**src/kway_merge_dedup_macros.svh**
```systemverilog
// assertion helpers for the merge block
// both macros sample on clk and are disabled while rst is high
`ifndef KWAY_MERGE_DEDUP_MACROS_SVH
`define KWAY_MERGE_DEDUP_MACROS_SVH

`ifndef SYNTHESIS
// same-cycle implication
`define KMD_ASSERT(label, ante, cons) \
  label: assert property (@(posedge clk) disable iff (rst) (ante) |-> (cons)) \
    else $error("kway_merge_dedup check failed");
// next-cycle implication
`define KMD_ASSERT_NEXT(label, ante, cons) \
  label: assert property (@(posedge clk) disable iff (rst) (ante) |=> (cons)) \
    else $error("kway_merge_dedup check failed");
`else
`define KMD_ASSERT(label, ante, cons)
`define KMD_ASSERT_NEXT(label, ante, cons)
`endif

`endif

```
**src/kmd_pkg.sv**
```systemverilog
`default_nettype none

package kmd_pkg;

  // fixed field widths of the channels and the configuration register
  localparam int WAY_W    = 3;
  localparam int KEY_W    = 64;
  localparam int WAYS_CFG_W = 4;

  // defaults for the top level parameters
  localparam int NUM_WAYS_DEF = 8;
  localparam int KEY_BITS_DEF = 64;

  // reset value of the ways_in_use register
  localparam logic [WAYS_CFG_W-1:0] WAYS_RESET = 4'd8;

endpackage

`default_nettype wire

```
**src/kmd_in_if.sv**
```systemverilog
`default_nettype none

interface kmd_in_if import kmd_pkg::*; ();
  logic             valid;
  logic             ready;
  logic [WAY_W-1:0] way;
  logic [KEY_W-1:0] key;
  logic             end_of_way;

  modport source (output valid, output way, output key, output end_of_way, input ready);
  modport sink   (input valid, input way, input key, input end_of_way, output ready);
endinterface

`default_nettype wire

```
**src/kmd_out_if.sv**
```systemverilog
`default_nettype none

interface kmd_out_if import kmd_pkg::*; ();
  logic             valid;
  logic             ready;
  logic             is_new;
  logic [KEY_W-1:0] merged_key;
  logic [WAY_W-1:0] need_way;
  logic             finished;

  modport source (output valid, output is_new, output merged_key, output need_way,
                  output finished, input ready);
  modport sink   (input valid, input is_new, input merged_key, input need_way,
                  input finished, output ready);
endinterface

`default_nettype wire

```
**src/kway_merge_dedup.sv**
```systemverilog
`default_nettype none
`include "kway_merge_dedup_macros.svh"

// K-way merge with duplicate removal. Each request on in_stream loads the next head key
// of one way or marks that way exhausted; once every way in use (ways 0 .. ways_in_use-1,
// a register value of 0 acting as 1 and values above NUM_WAYS as NUM_WAYS) holds a head
// or is exhausted, the smallest head is popped (ties to the lowest way) and one result
// goes out with is_new low for a repeat of the last new key and need_way naming the way
// to feed next. When all ways in use are exhausted a single result with finished high
// is sent and the merge state clears for the next merge; ways_in_use is kept. Requests
// for ways out of use, already loaded or already exhausted are dropped without a result. The
// block takes one request per cycle unless a held result waits for out_stream.ready; a
// request passes the input register, then the result register, and the path between them
// is the registered-head minimum tree of depth log2(NUM_WAYS) comparators of KEY_BITS bits.
// ways_in_use may only be written while no request is in flight.
module kway_merge_dedup import kmd_pkg::*; #(
  parameter int NUM_WAYS = NUM_WAYS_DEF,
  parameter int KEY_BITS = KEY_BITS_DEF
) (
  input  wire logic                  clk,
  input  wire logic                  rst,
  input  wire logic                  cfg_we,
  input  wire logic [WAYS_CFG_W-1:0] cfg_wdata,
  kmd_in_if.sink                     in_stream,
  kmd_out_if.source                  out_stream
);

  localparam int IDXW = $clog2(NUM_WAYS);
  localparam int LEAVES = 1 << IDXW;
  localparam logic [4:0] NW5 = 5'(NUM_WAYS);

  typedef struct packed {
    logic                vld;
    logic [KEY_BITS-1:0] key;
    logic [IDXW-1:0]     idx;
  } cand_t;

  // configuration register
  logic [WAYS_CFG_W-1:0] ways_in_use;

  // input register
  logic                s1_valid;
  logic [WAY_W-1:0]    s1_way;
  logic [KEY_BITS-1:0] s1_key;
  logic                s1_eow;

  // merge state
  logic [KEY_BITS-1:0] head_key [NUM_WAYS];
  logic [NUM_WAYS-1:0] head_valid, head_valid_next;
  logic [NUM_WAYS-1:0] stream_done, stream_done_next;
  logic [KEY_BITS-1:0] last_emitted, last_emitted_next;
  logic                any_emitted, any_emitted_next;

  // result register
  logic                o_valid;
  logic                o_is_new;
  logic [KEY_BITS-1:0] o_key;
  logic [WAY_W-1:0]    o_need_way;
  logic                o_finished;

  // combinational results of the single pass
  logic [4:0]          n_act;
  logic [NUM_WAYS-1:0] in_use, load_sel, hv1, sd1;
  logic                skip, all_ready, res_valid, res_fin, res_new;
  logic [KEY_BITS-1:0] res_key;
  logic [IDXW-1:0]     res_idx;
  logic                s1_go;
  cand_t               node [1:2*LEAVES-1];

  assign s1_go = s1_valid && (!o_valid || out_stream.ready);
  assign in_stream.ready = !s1_valid || s1_go;

  // effective number of ways and per-way masks
  always_comb begin
    if (ways_in_use == '0) begin
      n_act = 5'd1;
    end else if ({1'b0, ways_in_use} > NW5) begin
      n_act = NW5;
    end else begin
      n_act = {1'b0, ways_in_use};
    end
    for (int i = 0; i < NUM_WAYS; i++) begin
      in_use[i]   = 5'(i) < n_act;
      load_sel[i] = {2'b00, s1_way} == 5'(i);
    end
    skip = !({2'b00, s1_way} < n_act) || |(load_sel & (head_valid | stream_done));
    hv1  = head_valid  | (skip || s1_eow  ? '0 : load_sel);
    sd1  = stream_done | (skip || !s1_eow ? '0 : load_sel);
    all_ready = &(hv1 | sd1 | ~in_use);
  end

  // minimum tree over the heads, new key included; left wins ties
  always_comb begin
    for (int i = 0; i < LEAVES; i++) begin
      if (i < NUM_WAYS) begin
        node[LEAVES+i].vld = hv1[i] && in_use[i];
        node[LEAVES+i].key = load_sel[i] ? s1_key : head_key[i];
      end else begin
        node[LEAVES+i].vld = 1'b0;
        node[LEAVES+i].key = '0;
      end
      node[LEAVES+i].idx = IDXW'(i);
    end
    for (int j = LEAVES - 1; j >= 1; j--) begin
      if (node[2*j+1].vld && (!node[2*j].vld || node[2*j+1].key < node[2*j].key)) begin
        node[j] = node[2*j+1];
      end else begin
        node[j] = node[2*j];
      end
    end
    res_key = node[1].key;
    res_idx = node[1].idx;
  end

  // result and next merge state
  always_comb begin
    res_valid         = !skip && all_ready;
    res_fin           = res_valid && !node[1].vld;
    res_new           = !any_emitted || (res_key != last_emitted);
    head_valid_next   = head_valid;
    stream_done_next  = stream_done;
    last_emitted_next = last_emitted;
    any_emitted_next  = any_emitted;
    if (!skip) begin
      head_valid_next  = hv1;
      stream_done_next = sd1;
      if (res_fin) begin
        head_valid_next   = '0;
        stream_done_next  = '0;
        last_emitted_next = '0;
        any_emitted_next  = 1'b0;
      end else if (res_valid) begin
        for (int i = 0; i < NUM_WAYS; i++) begin
          if (IDXW'(i) == res_idx) begin
            head_valid_next[i] = 1'b0;
          end
        end
        if (res_new) begin
          last_emitted_next = res_key;
          any_emitted_next  = 1'b1;
        end
      end
    end
  end

  // configuration register
  always_ff @(posedge clk) begin
    if (rst) begin
      ways_in_use <= WAYS_RESET;
    end else if (cfg_we) begin
      ways_in_use <= cfg_wdata;
    end
  end

  // input register
  always_ff @(posedge clk) begin
    if (rst) begin
      s1_valid <= 1'b0;
    end else if (in_stream.ready) begin
      s1_valid <= in_stream.valid;
    end
  end

  always_ff @(posedge clk) begin
    if (in_stream.valid && in_stream.ready) begin
      s1_way <= in_stream.way;
      s1_key <= in_stream.key[KEY_BITS-1:0];
      s1_eow <= in_stream.end_of_way;
    end
  end

  // head keys, written when a way is loaded
  always_ff @(posedge clk) begin
    for (int i = 0; i < NUM_WAYS; i++) begin
      if (s1_go && !skip && !s1_eow && load_sel[i]) begin
        head_key[i] <= s1_key;
      end
    end
  end

  // merge control state
  always_ff @(posedge clk) begin
    if (rst) begin
      head_valid   <= '0;
      stream_done  <= '0;
      last_emitted <= '0;
      any_emitted  <= 1'b0;
    end else if (s1_go) begin
      head_valid   <= head_valid_next;
      stream_done  <= stream_done_next;
      last_emitted <= last_emitted_next;
      any_emitted  <= any_emitted_next;
    end
  end

  // result register
  always_ff @(posedge clk) begin
    if (rst) begin
      o_valid <= 1'b0;
    end else if (s1_go && res_valid) begin
      o_valid <= 1'b1;
    end else if (out_stream.ready) begin
      o_valid <= 1'b0;
    end
  end

  always_ff @(posedge clk) begin
    if (s1_go && res_valid) begin
      o_finished <= res_fin;
      o_is_new   <= !res_fin && res_new;
      o_key      <= res_fin ? '0 : res_key;
      o_need_way <= res_fin ? '0 : WAY_W'(res_idx);
    end
  end

  assign out_stream.valid      = o_valid;
  assign out_stream.is_new     = o_is_new;
  assign out_stream.merged_key = KEY_W'(o_key);
  assign out_stream.need_way   = o_need_way;
  assign out_stream.finished   = o_finished;

  // checks
  `KMD_ASSERT(a_no_head_and_done, 1'b1, (head_valid & stream_done) == '0)
  `KMD_ASSERT_NEXT(a_finish_clears, s1_go && res_fin,
                   head_valid == '0 && stream_done == '0 && !any_emitted)
  `KMD_ASSERT_NEXT(a_result_held, o_valid && !out_stream.ready, o_valid)
  `KMD_ASSERT(a_dup_matches_last, o_valid && !o_finished && !o_is_new,
              any_emitted && o_key == last_emitted)

endmodule

`default_nettype wire

```
**src/flat_wrapper.sv**
```systemverilog
// flat-port wrapper written by rule: the top's interface ports become plain ports
module kway_merge_dedup_flat import kmd_pkg::*;
#(
  parameter int NUM_WAYS = NUM_WAYS_DEF,
  parameter int KEY_BITS = KEY_BITS_DEF
)
  (clk, rst, cfg_we, cfg_wdata, in_stream_valid, in_stream_way, in_stream_key, in_stream_end_of_way, in_stream_ready, out_stream_valid, out_stream_is_new, out_stream_merged_key, out_stream_need_way, out_stream_finished, out_stream_ready);
  kmd_in_if in_stream_i ();
  kmd_out_if out_stream_i ();
  input  wire logic clk;
  input  wire logic rst;
  input  wire logic cfg_we;
  input  wire logic [WAYS_CFG_W-1:0] cfg_wdata;
  input wire logic [$bits(in_stream_i.valid)-1:0] in_stream_valid;
  input wire logic [$bits(in_stream_i.way)-1:0] in_stream_way;
  input wire logic [$bits(in_stream_i.key)-1:0] in_stream_key;
  input wire logic [$bits(in_stream_i.end_of_way)-1:0] in_stream_end_of_way;
  output wire logic [$bits(in_stream_i.ready)-1:0] in_stream_ready;
  output wire logic [$bits(out_stream_i.valid)-1:0] out_stream_valid;
  output wire logic [$bits(out_stream_i.is_new)-1:0] out_stream_is_new;
  output wire logic [$bits(out_stream_i.merged_key)-1:0] out_stream_merged_key;
  output wire logic [$bits(out_stream_i.need_way)-1:0] out_stream_need_way;
  output wire logic [$bits(out_stream_i.finished)-1:0] out_stream_finished;
  input wire logic [$bits(out_stream_i.ready)-1:0] out_stream_ready;
  assign in_stream_i.valid = in_stream_valid;
  assign in_stream_i.way = in_stream_way;
  assign in_stream_i.key = in_stream_key;
  assign in_stream_i.end_of_way = in_stream_end_of_way;
  assign in_stream_ready = in_stream_i.ready;
  assign out_stream_valid = out_stream_i.valid;
  assign out_stream_is_new = out_stream_i.is_new;
  assign out_stream_merged_key = out_stream_i.merged_key;
  assign out_stream_need_way = out_stream_i.need_way;
  assign out_stream_finished = out_stream_i.finished;
  assign out_stream_i.ready = out_stream_ready;
  kway_merge_dedup #(.NUM_WAYS(NUM_WAYS), .KEY_BITS(KEY_BITS)) u_core (.clk(clk), .rst(rst), .cfg_we(cfg_we), .cfg_wdata(cfg_wdata), .in_stream(in_stream_i), .out_stream(out_stream_i));
endmodule
```
**config.mk**
```make
export PLATFORM = sky130hd
export DESIGN_NAME = kway_merge_dedup_flat
export DESIGN_NICKNAME = d
export VERILOG_FILES = /design/src/kmd_pkg.sv /design/src/kmd_in_if.sv /design/src/kmd_out_if.sv /design/src/kway_merge_dedup.sv /design/src/flat_wrapper.sv
export VERILOG_INCLUDE_DIRS = /design/src /design/src/src
export SDC_FILE = /design/constraint.sdc
export NUM_CORES = 2
export LEC_CHECK = 0
export BUFFER_PORTS_ARGS = -buffer_cell sky130_fd_sc_hd__buf_2
export CORE_MARGIN = 2
export CORE_UTILIZATION = 60
export CTS_CLUSTER_DIAMETER = 150
export DETAILED_ROUTE_END_ITERATION = 16
export PLACE_DENSITY = 0.84
export SETUP_SLACK_MARGIN = 0.4
export SYNTH_ARGS = -nofsm -noshare
export SYNTH_HDL_FRONTEND = slang
export SYNTH_SLANG_ARGS = --single-unit
```
**constraint.sdc**
```tcl
create_clock -name clk -period 16.4 [get_ports clk]
set_input_delay 1.64 -clock clk [delete_from_list [all_inputs] [get_ports clk]]
set_output_delay 1.64 -clock clk [all_outputs]
set_load 0.005 [all_outputs]
```
Yosys cells after proc, flatten, opt, wreduce, memory -nomap -nowiden
Memories as Yosys holds them, arrays and structs flattened.
Index checks and enable logic that the tools add are counted.
- register bits: 224
- ROM bits: 0
- memory bits (writable): 512
- memories kept: 1
- latch bits: 0
- output and inout port bits: 71
- equality and inequality tests: 15
- reductions and logical operators: 76
- magnitude comparators: 17
- multipliers: 0
- multiplexer cells: 75
- shift-type cells: 0
- divide/modulo/power cells: 0
- add/sub/neg operators: 0
- bitwise gates (word level): 8
- memories (memory ; depth ; width ; rd ports ; clocked after Yosys merged registers in ; wr ports ; RTL line ; text):
    u_core.head_key ; 8 ; 64 ; 8 ; 0 ; 1 ; kway_merge_dedup.sv:48 ; logic [KEY_BITS-1:0] head_key [NUM_WAYS];
- operators by type and width (cell ; number):
    64-bit two-way mux ; 18
    68-bit two-way mux ; 7
    64-bit less-than comparator ; 7
    64-bit OR reduction ; 7
    64-bit inequality test ; 1
    8-bit two-way mux ; 5
    8-bit bitwise OR ; 5
    1-bit two-way mux ; 36
    1-bit logical AND ; 31
    3-bit two-way mux ; 7
    3-bit by 5-bit less-than comparator with 1-bit output (first input constant) ; 4
    1-bit zero test ; 15
    1-bit logical OR ; 13
    3-bit == test (first input constant) ; 4
    3-bit == test (second input constant) ; 4
    1-bit by 5-bit less-than comparator with 1-bit output (first input constant) ; 2
    2-bit by 5-bit less-than comparator with 1-bit output (first input constant) ; 2
    8-bit bitwise AND ; 1
    8-bit inverter ; 1
    8-bit AND reduction ; 1
    8-bit OR reduction ; 1
    2-bit by 3-bit == test with 1-bit output (first input constant) ; 2
    3-bit by 2-bit == test with 1-bit output (second input constant) ; 2
    3-bit zero test ; 2
    other kinds (11) ; 13

Logic depth before layout (Yosys ltp)
- depth in word-level cells: 27
- gate-level depth with buffers: 64
- gate-level depth less buffers: 46

Worst setup path after synthesis
OpenSTA, ideal clock, no wires.
- path type: reg2reg
- start: reg u_core.s1_way[2]
- end: reg u_core.last_emitted[27]
- arrival: 13.714 ns
- clock period less this slack: 13.785 ns
- data required time: 16.329 ns
- setup slack: 2.615 ns
- stages on the path, launching flop included: 58
- cell sequence: edfxtp_1 clkbuf_1 nor3b_1 clkbuf_1 clkbuf_1 clkbuf_1 buf_1 clkbuf_1 mux2i_1 ha_1 and3_1 nand4_1 or4_1 o311ai_0 a2111o_1 o21ai_0 nand2_1 clkbuf_1 [... 22 more ...] a2111oi_0 o21ai_0 o221a_2 nor3_1 nand4_1 or2_2 o31a_1 inv_2 buf_2 buf_1 mux2i_1 xor2_1 nand4_1 nor4_1 nand4_1 o22ai_4 buf_4 o2bb2ai_1
- longest elaborated chain between the ends: 24
- elaborated cells between the ends (all ways): 86
- those cells by class: 8 x order compare; 8 x eq/ne; 20 x mux; 6 x bitwise; 44 x reduce/logical
- RTL lines (element ; RTL line ; text):
    from (decl) ; kway_merge_dedup.sv:43 ; logic [WAY_W-1:0] s1_way;
    from (signal assigned) ; kway_merge_dedup.sv:166 ; s1_way <= in_stream.way;
    branches (longest 24 deep; another with 64-bit less-than comparator) ; n/a ;
    to (signal assigned) ; kway_merge_dedup.sv:191 ; last_emitted <= last_emitted_next;
    to (decl) ; kway_merge_dedup.sv:51 ; logic [KEY_BITS-1:0] last_emitted, last_emitted_next;
Parallel ways; which one is timed is not known. The select of a mux whose other input is x is not followed.
A chain may end at the register's enable or synchronous reset.

Final worst setup path
- start: reg u_core.s1_way[1]
- end: reg u_core.last_emitted[21]
Same word-level chain as after synthesis.

==> out/results.env <==
SYNTHDISTINCTLIBCELLS=87
TIMING.CRITICAL_PATH.SLOWEST_STAGE_CELL='nor4_1'
SYN-CELL-AREA_UM2=45900
CRITICAL_PATH.REG2REG.ENDPOINT='u_core.last_emitted[21]'
CLOCK_TREE_ROOT_DRIVER_CELL='clkbuf_16'
CTS.REPORTEDPATHS.CLKPINSLEW_NS=0.06
POWER.NET_SWITCHING_mW=1.65
HPWLAFTERDP_UM=116000
DETAIL_ROUTE.WIRELENGTH_UM=157000
CTS_INSERTED_BUFFERS=81
TIMING.FINAL.SETUP_VIOLATIONS=0
FINALSETUPTNS_NS=0
MOST_FREQUENT_STANDARD_CELL_IN_THE_LAYOUT_EXCLUDING_FILL_AND_TAP_CELLS='edfxtp_1'
WORST_HOLD_PATH_TYPE='register to register'
YS_ASYNC_SR_FRACTION=0
WORSTREG2REGSTART='u_core.s1_way[1]'
HOLDWS_NS=0.479
CORE_AREA_UM2=75800
FINAL_NUMBER_OF_MAX_TRANSITION_VIOLATIONS=0
WORST_SLEW_MARGIN_REL=0.0697
REQUIRED_WORST_ENDPOINT_NS=16.91
FINAL.PERIOD_UTILIZATION=0.952
CTS_HOLD_BUFFERS=0
SYN_AREA_PER_CELL_UM2=10.7
SYNTHTOPCELLSBYAREA='edfxtp_1, ha_1, mux2i_1'
FRACTION_OF_FINAL_LAYOUT_CELLS_WITH_DRIVE_STRENGTH_GREATER_THAN_1=0.153
AVGROUTEDWIREPERCELL_UM=28.5
CLOCK_INSERTION_DELAY_WORST_SKEW_NS=0.67
FF2FF_SETUP_SLACK_NS=0.79
REG2REG_DEPTH=47
FIRST_ITER_VIOLATIONS=5735
POWER.SHARE.COMBINATIONAL=0.229
GRT_PASS1_WL_UM=230000
DESIGN.FINAL.NETS=4997
SYNTH_TOP_AREA_SHARE=0.425
YOSYS_REGISTER_BITS=736
START_UTIL=0.605
IO_BUFFERS=147
SYNTH_ENABLE_FLOP_CELLS=649
POWER.SEQUENTIAL.FRACTION=0.408
DIE_AREA_UM2=78700
POSTSYNTHCELLCOUNT=4286
INTERNAL-POWER_mW=3.64
SEQ_AREA_FRAC_SYNTH=0.463
POST_DRT_VIA_CELL_RATIO=6.86
SYNTHTOLAYOUTAREAGROWTH_PCT=12.2
SYNTH_FLOP_CELL='edfxtp_1'
GRT_START_MAX_NET_PINS=87
CP.ARRIVAL_NS=16.12
CRITICAL_PATH_CLASS='register to register'
POST-SYNTH-TOP-AREA-CELL='edfxtp_1'
TRITONCTS_CLOCK_TREE='built'
GRT_OVERFLOW=0
WORST_HOLD_STARTPOINT='u_core.last_emitted[22]'
NUMBER_OF_ANTENNA_VIOLATIONS_AT_THE_FIRST_CHECK_IN_GLOBAL_ROUTING=7
FINAL_CELL_MIX='edfxtp_1, ha_1, a21oi_1'
WORSTSETUPSTARTPOINT='u_core.s1_way[1]'
OUTCOME='complete, no violations'
GLOBAL_ROUTE_USAGE_OVER_ALL_LAYERS=0.395
VIA_COUNT=37900
DESIGN.PORTCOUNT=148
DIE_WIDTH_UM=280
POST_ROUTE_MINIMUM_PERIOD_NS=15.61
RSZ0062_AT_GRT='false'
YS.WARNINGS.COUNT=0
SLOWEST_DELAY_NS=1.11
POST_SYNTH_NET_TOTAL=4801
POWER.SWITCHING_FRACTION=0.311
WORST_IR_DROP_VDD_V=0.000109
POST-ROUTE-DRC-COUNT=0
WORSTSETUPSTARTPOINTTYPE='register'
CRITPATHMOSTFREQUENTCELL='o21ai_0'
P_PER_AREA_nW_PER_UM2=103
FINALHOLDVIOLATIONS=0
CP-END-KIND='register'
FINAL_ANTENNA_NET_COUNT=0
CHIPHEIGHT_UM=280
DIODES=0
CLOCK_PATH_BUFFERS=3
MAXCAPVIOLATIONS=0
FRACTION_OF_POWER_CONSUMED_BY_THE_CLOCK_NETWORK=0.364
WORSTPATHMAXFANOUT=44
WORST_HOLD_PATH.NUM_CELLS=1
FMAX_MHz=64.1
GP_CONGESTION=1.10
GRT_PASS1_VIAS=35500
HTREEDEPTH=3
ROW_COUNT=101
P_LEAK_nW=21.3
WORSTMARGINPINSLEW_NS=1.38
FIRSTDRTPASSITERS=9
FIN_SKEW_NS=0.0340
CLOCK_SINKS=736
CRITICAL_PATH.ENDPOINT='u_core.last_emitted[21]'
[per-layer routing]
metal  track usage  up-vias  wire length, µm
li1              -    16700                -
met5             0        -               22
met2         0.581     2730            66200
met4         0.208        4            10100
met1         0.527    17900            59200
met3         0.118      561            21900
[registers in the layout, summed over array words and instances (netlist names), 4 cells and up]
| name | cells |
|---|---|
| u_core.stream_done | 8 |
| u_core.ways_in_use | 4 |
| u_core.last_emitted | 64 |
| u_core.out_stream.merged_key | 64 |
| u_core.s1_key | 64 |
| u_core.head_key | 512 |
| u_core.head_valid | 8 |
[worst min-delay path by stage]
stage                                   end  slack (ns)
floorplan             u_core.stream_done[2]        0.44
global placement      u_core.stream_done[2]        0.45
detailed placement    u_core.stream_done[2]        0.46
CTS                   u_core.stream_done[2]        0.47
global route          u_core.stream_done[5]        0.49
finish              u_core.last_emitted[22]        0.48
[area by class of cell]
type	count	area (µm²)
fill	5581	24300
multi-input combinational	3129	23200
sequential	736	21200
timing repair buffer	338	2340
clock buffer	98	2140
tap	978	1220
inverter	196	736
clock inverter	49	637
[through the flow]
| step | instance area, µm² | util | setup WS [ns] | std cells | total power, mW |
|---|---|---|---|---|---|
| after CTS | 51400 | 0.679 | 0.507 | 5521 | 5.24 |
| after global placement | 48700 | 0.642 | 0.844 | 5374 | 3.32 |
| after global routing | 51500 | 0.679 | 0.478 | 5524 | 5.43 |
| final | 51500 | 0.679 | 0.789 | 5524 | 5.29 |
| after detailed placement | 48700 | 0.642 | 0.556 | 5374 | 3.34 |
| after floorplan | 45900 | - | 2.61 | 4286 | 2.85 |
[cells in the mapped netlist (14+ instances only)]
| master | instances |
|---|---|
| a211oi_1 | 32 |
| a21o_1 | 114 |
| a21oi_1 | 418 |
| a31oi_1 | 110 |
| buf_1 | 45 |
| buf_2 | 21 |
| buf_4 | 14 |
| clkbuf_1 | 142 |
| dfxtp_1 | 87 |
| edfxtp_1 | 649 |
| ha_1 | 438 |
| inv_1 | 194 |
| mux2_2 | 179 |
| mux2i_1 | 357 |
| nand2_1 | 400 |
| nand2b_1 | 16 |
| nand3_1 | 44 |
| nand4_1 | 102 |
| nor2_1 | 254 |
| nor2b_1 | 18 |
| nor3_1 | 43 |
| nor4_1 | 26 |
| o211ai_1 | 15 |
| o21a_1 | 26 |
| o21ai_0 | 214 |
| o22ai_1 | 15 |
| o2bb2ai_1 | 66 |
| xor2_1 | 41 |
[critical path, delay by kind of cell (launching register included)]
family                     cells  cell delay, ns
buffers and inverters          8            1.87
DFF                            1            0.83
and+or+nand+nor               14            4.29
xor gates and xnor gates       1            0.25
adders and majority gates      3            0.99
AOI/OAI and AO/OA             19            6.46
muxes                          2            0.64
[power groups by stage]
stage / sequential, mW / combinational (mW) / clock, mW
2_1_floorplan: 2.16 / 0.687 / 0
6_report: 2.15 / 1.21 / 1.92
3_5_place_dp: 2.19 / 1.15 / 0
4_1_cts: 2.15 / 1.16 / 1.93
5_1_grt: 2.16 / 1.28 / 1.99
3_3_place_gp: 2.19 / 1.13 / 0
[cells by family after synthesis]
family                     Yosys count  synth area share
muxes                              537             0.122
adders and majority gates          440             0.120
and+or+nand+nor                    970            0.0958
AOI/OAI and AO/OA                 1139             0.154
buffers and inverters              421            0.0367
xor gates and xnor gates            43           0.00821
DFF                                736             0.463
[repair_timing]
action,in CTS,in global routing
buffers inserted,0,3
endpoints found under the setup margin,0,66
gates resized for setup,0,2
Note: power is estimated with default switching activity, not from simulation.
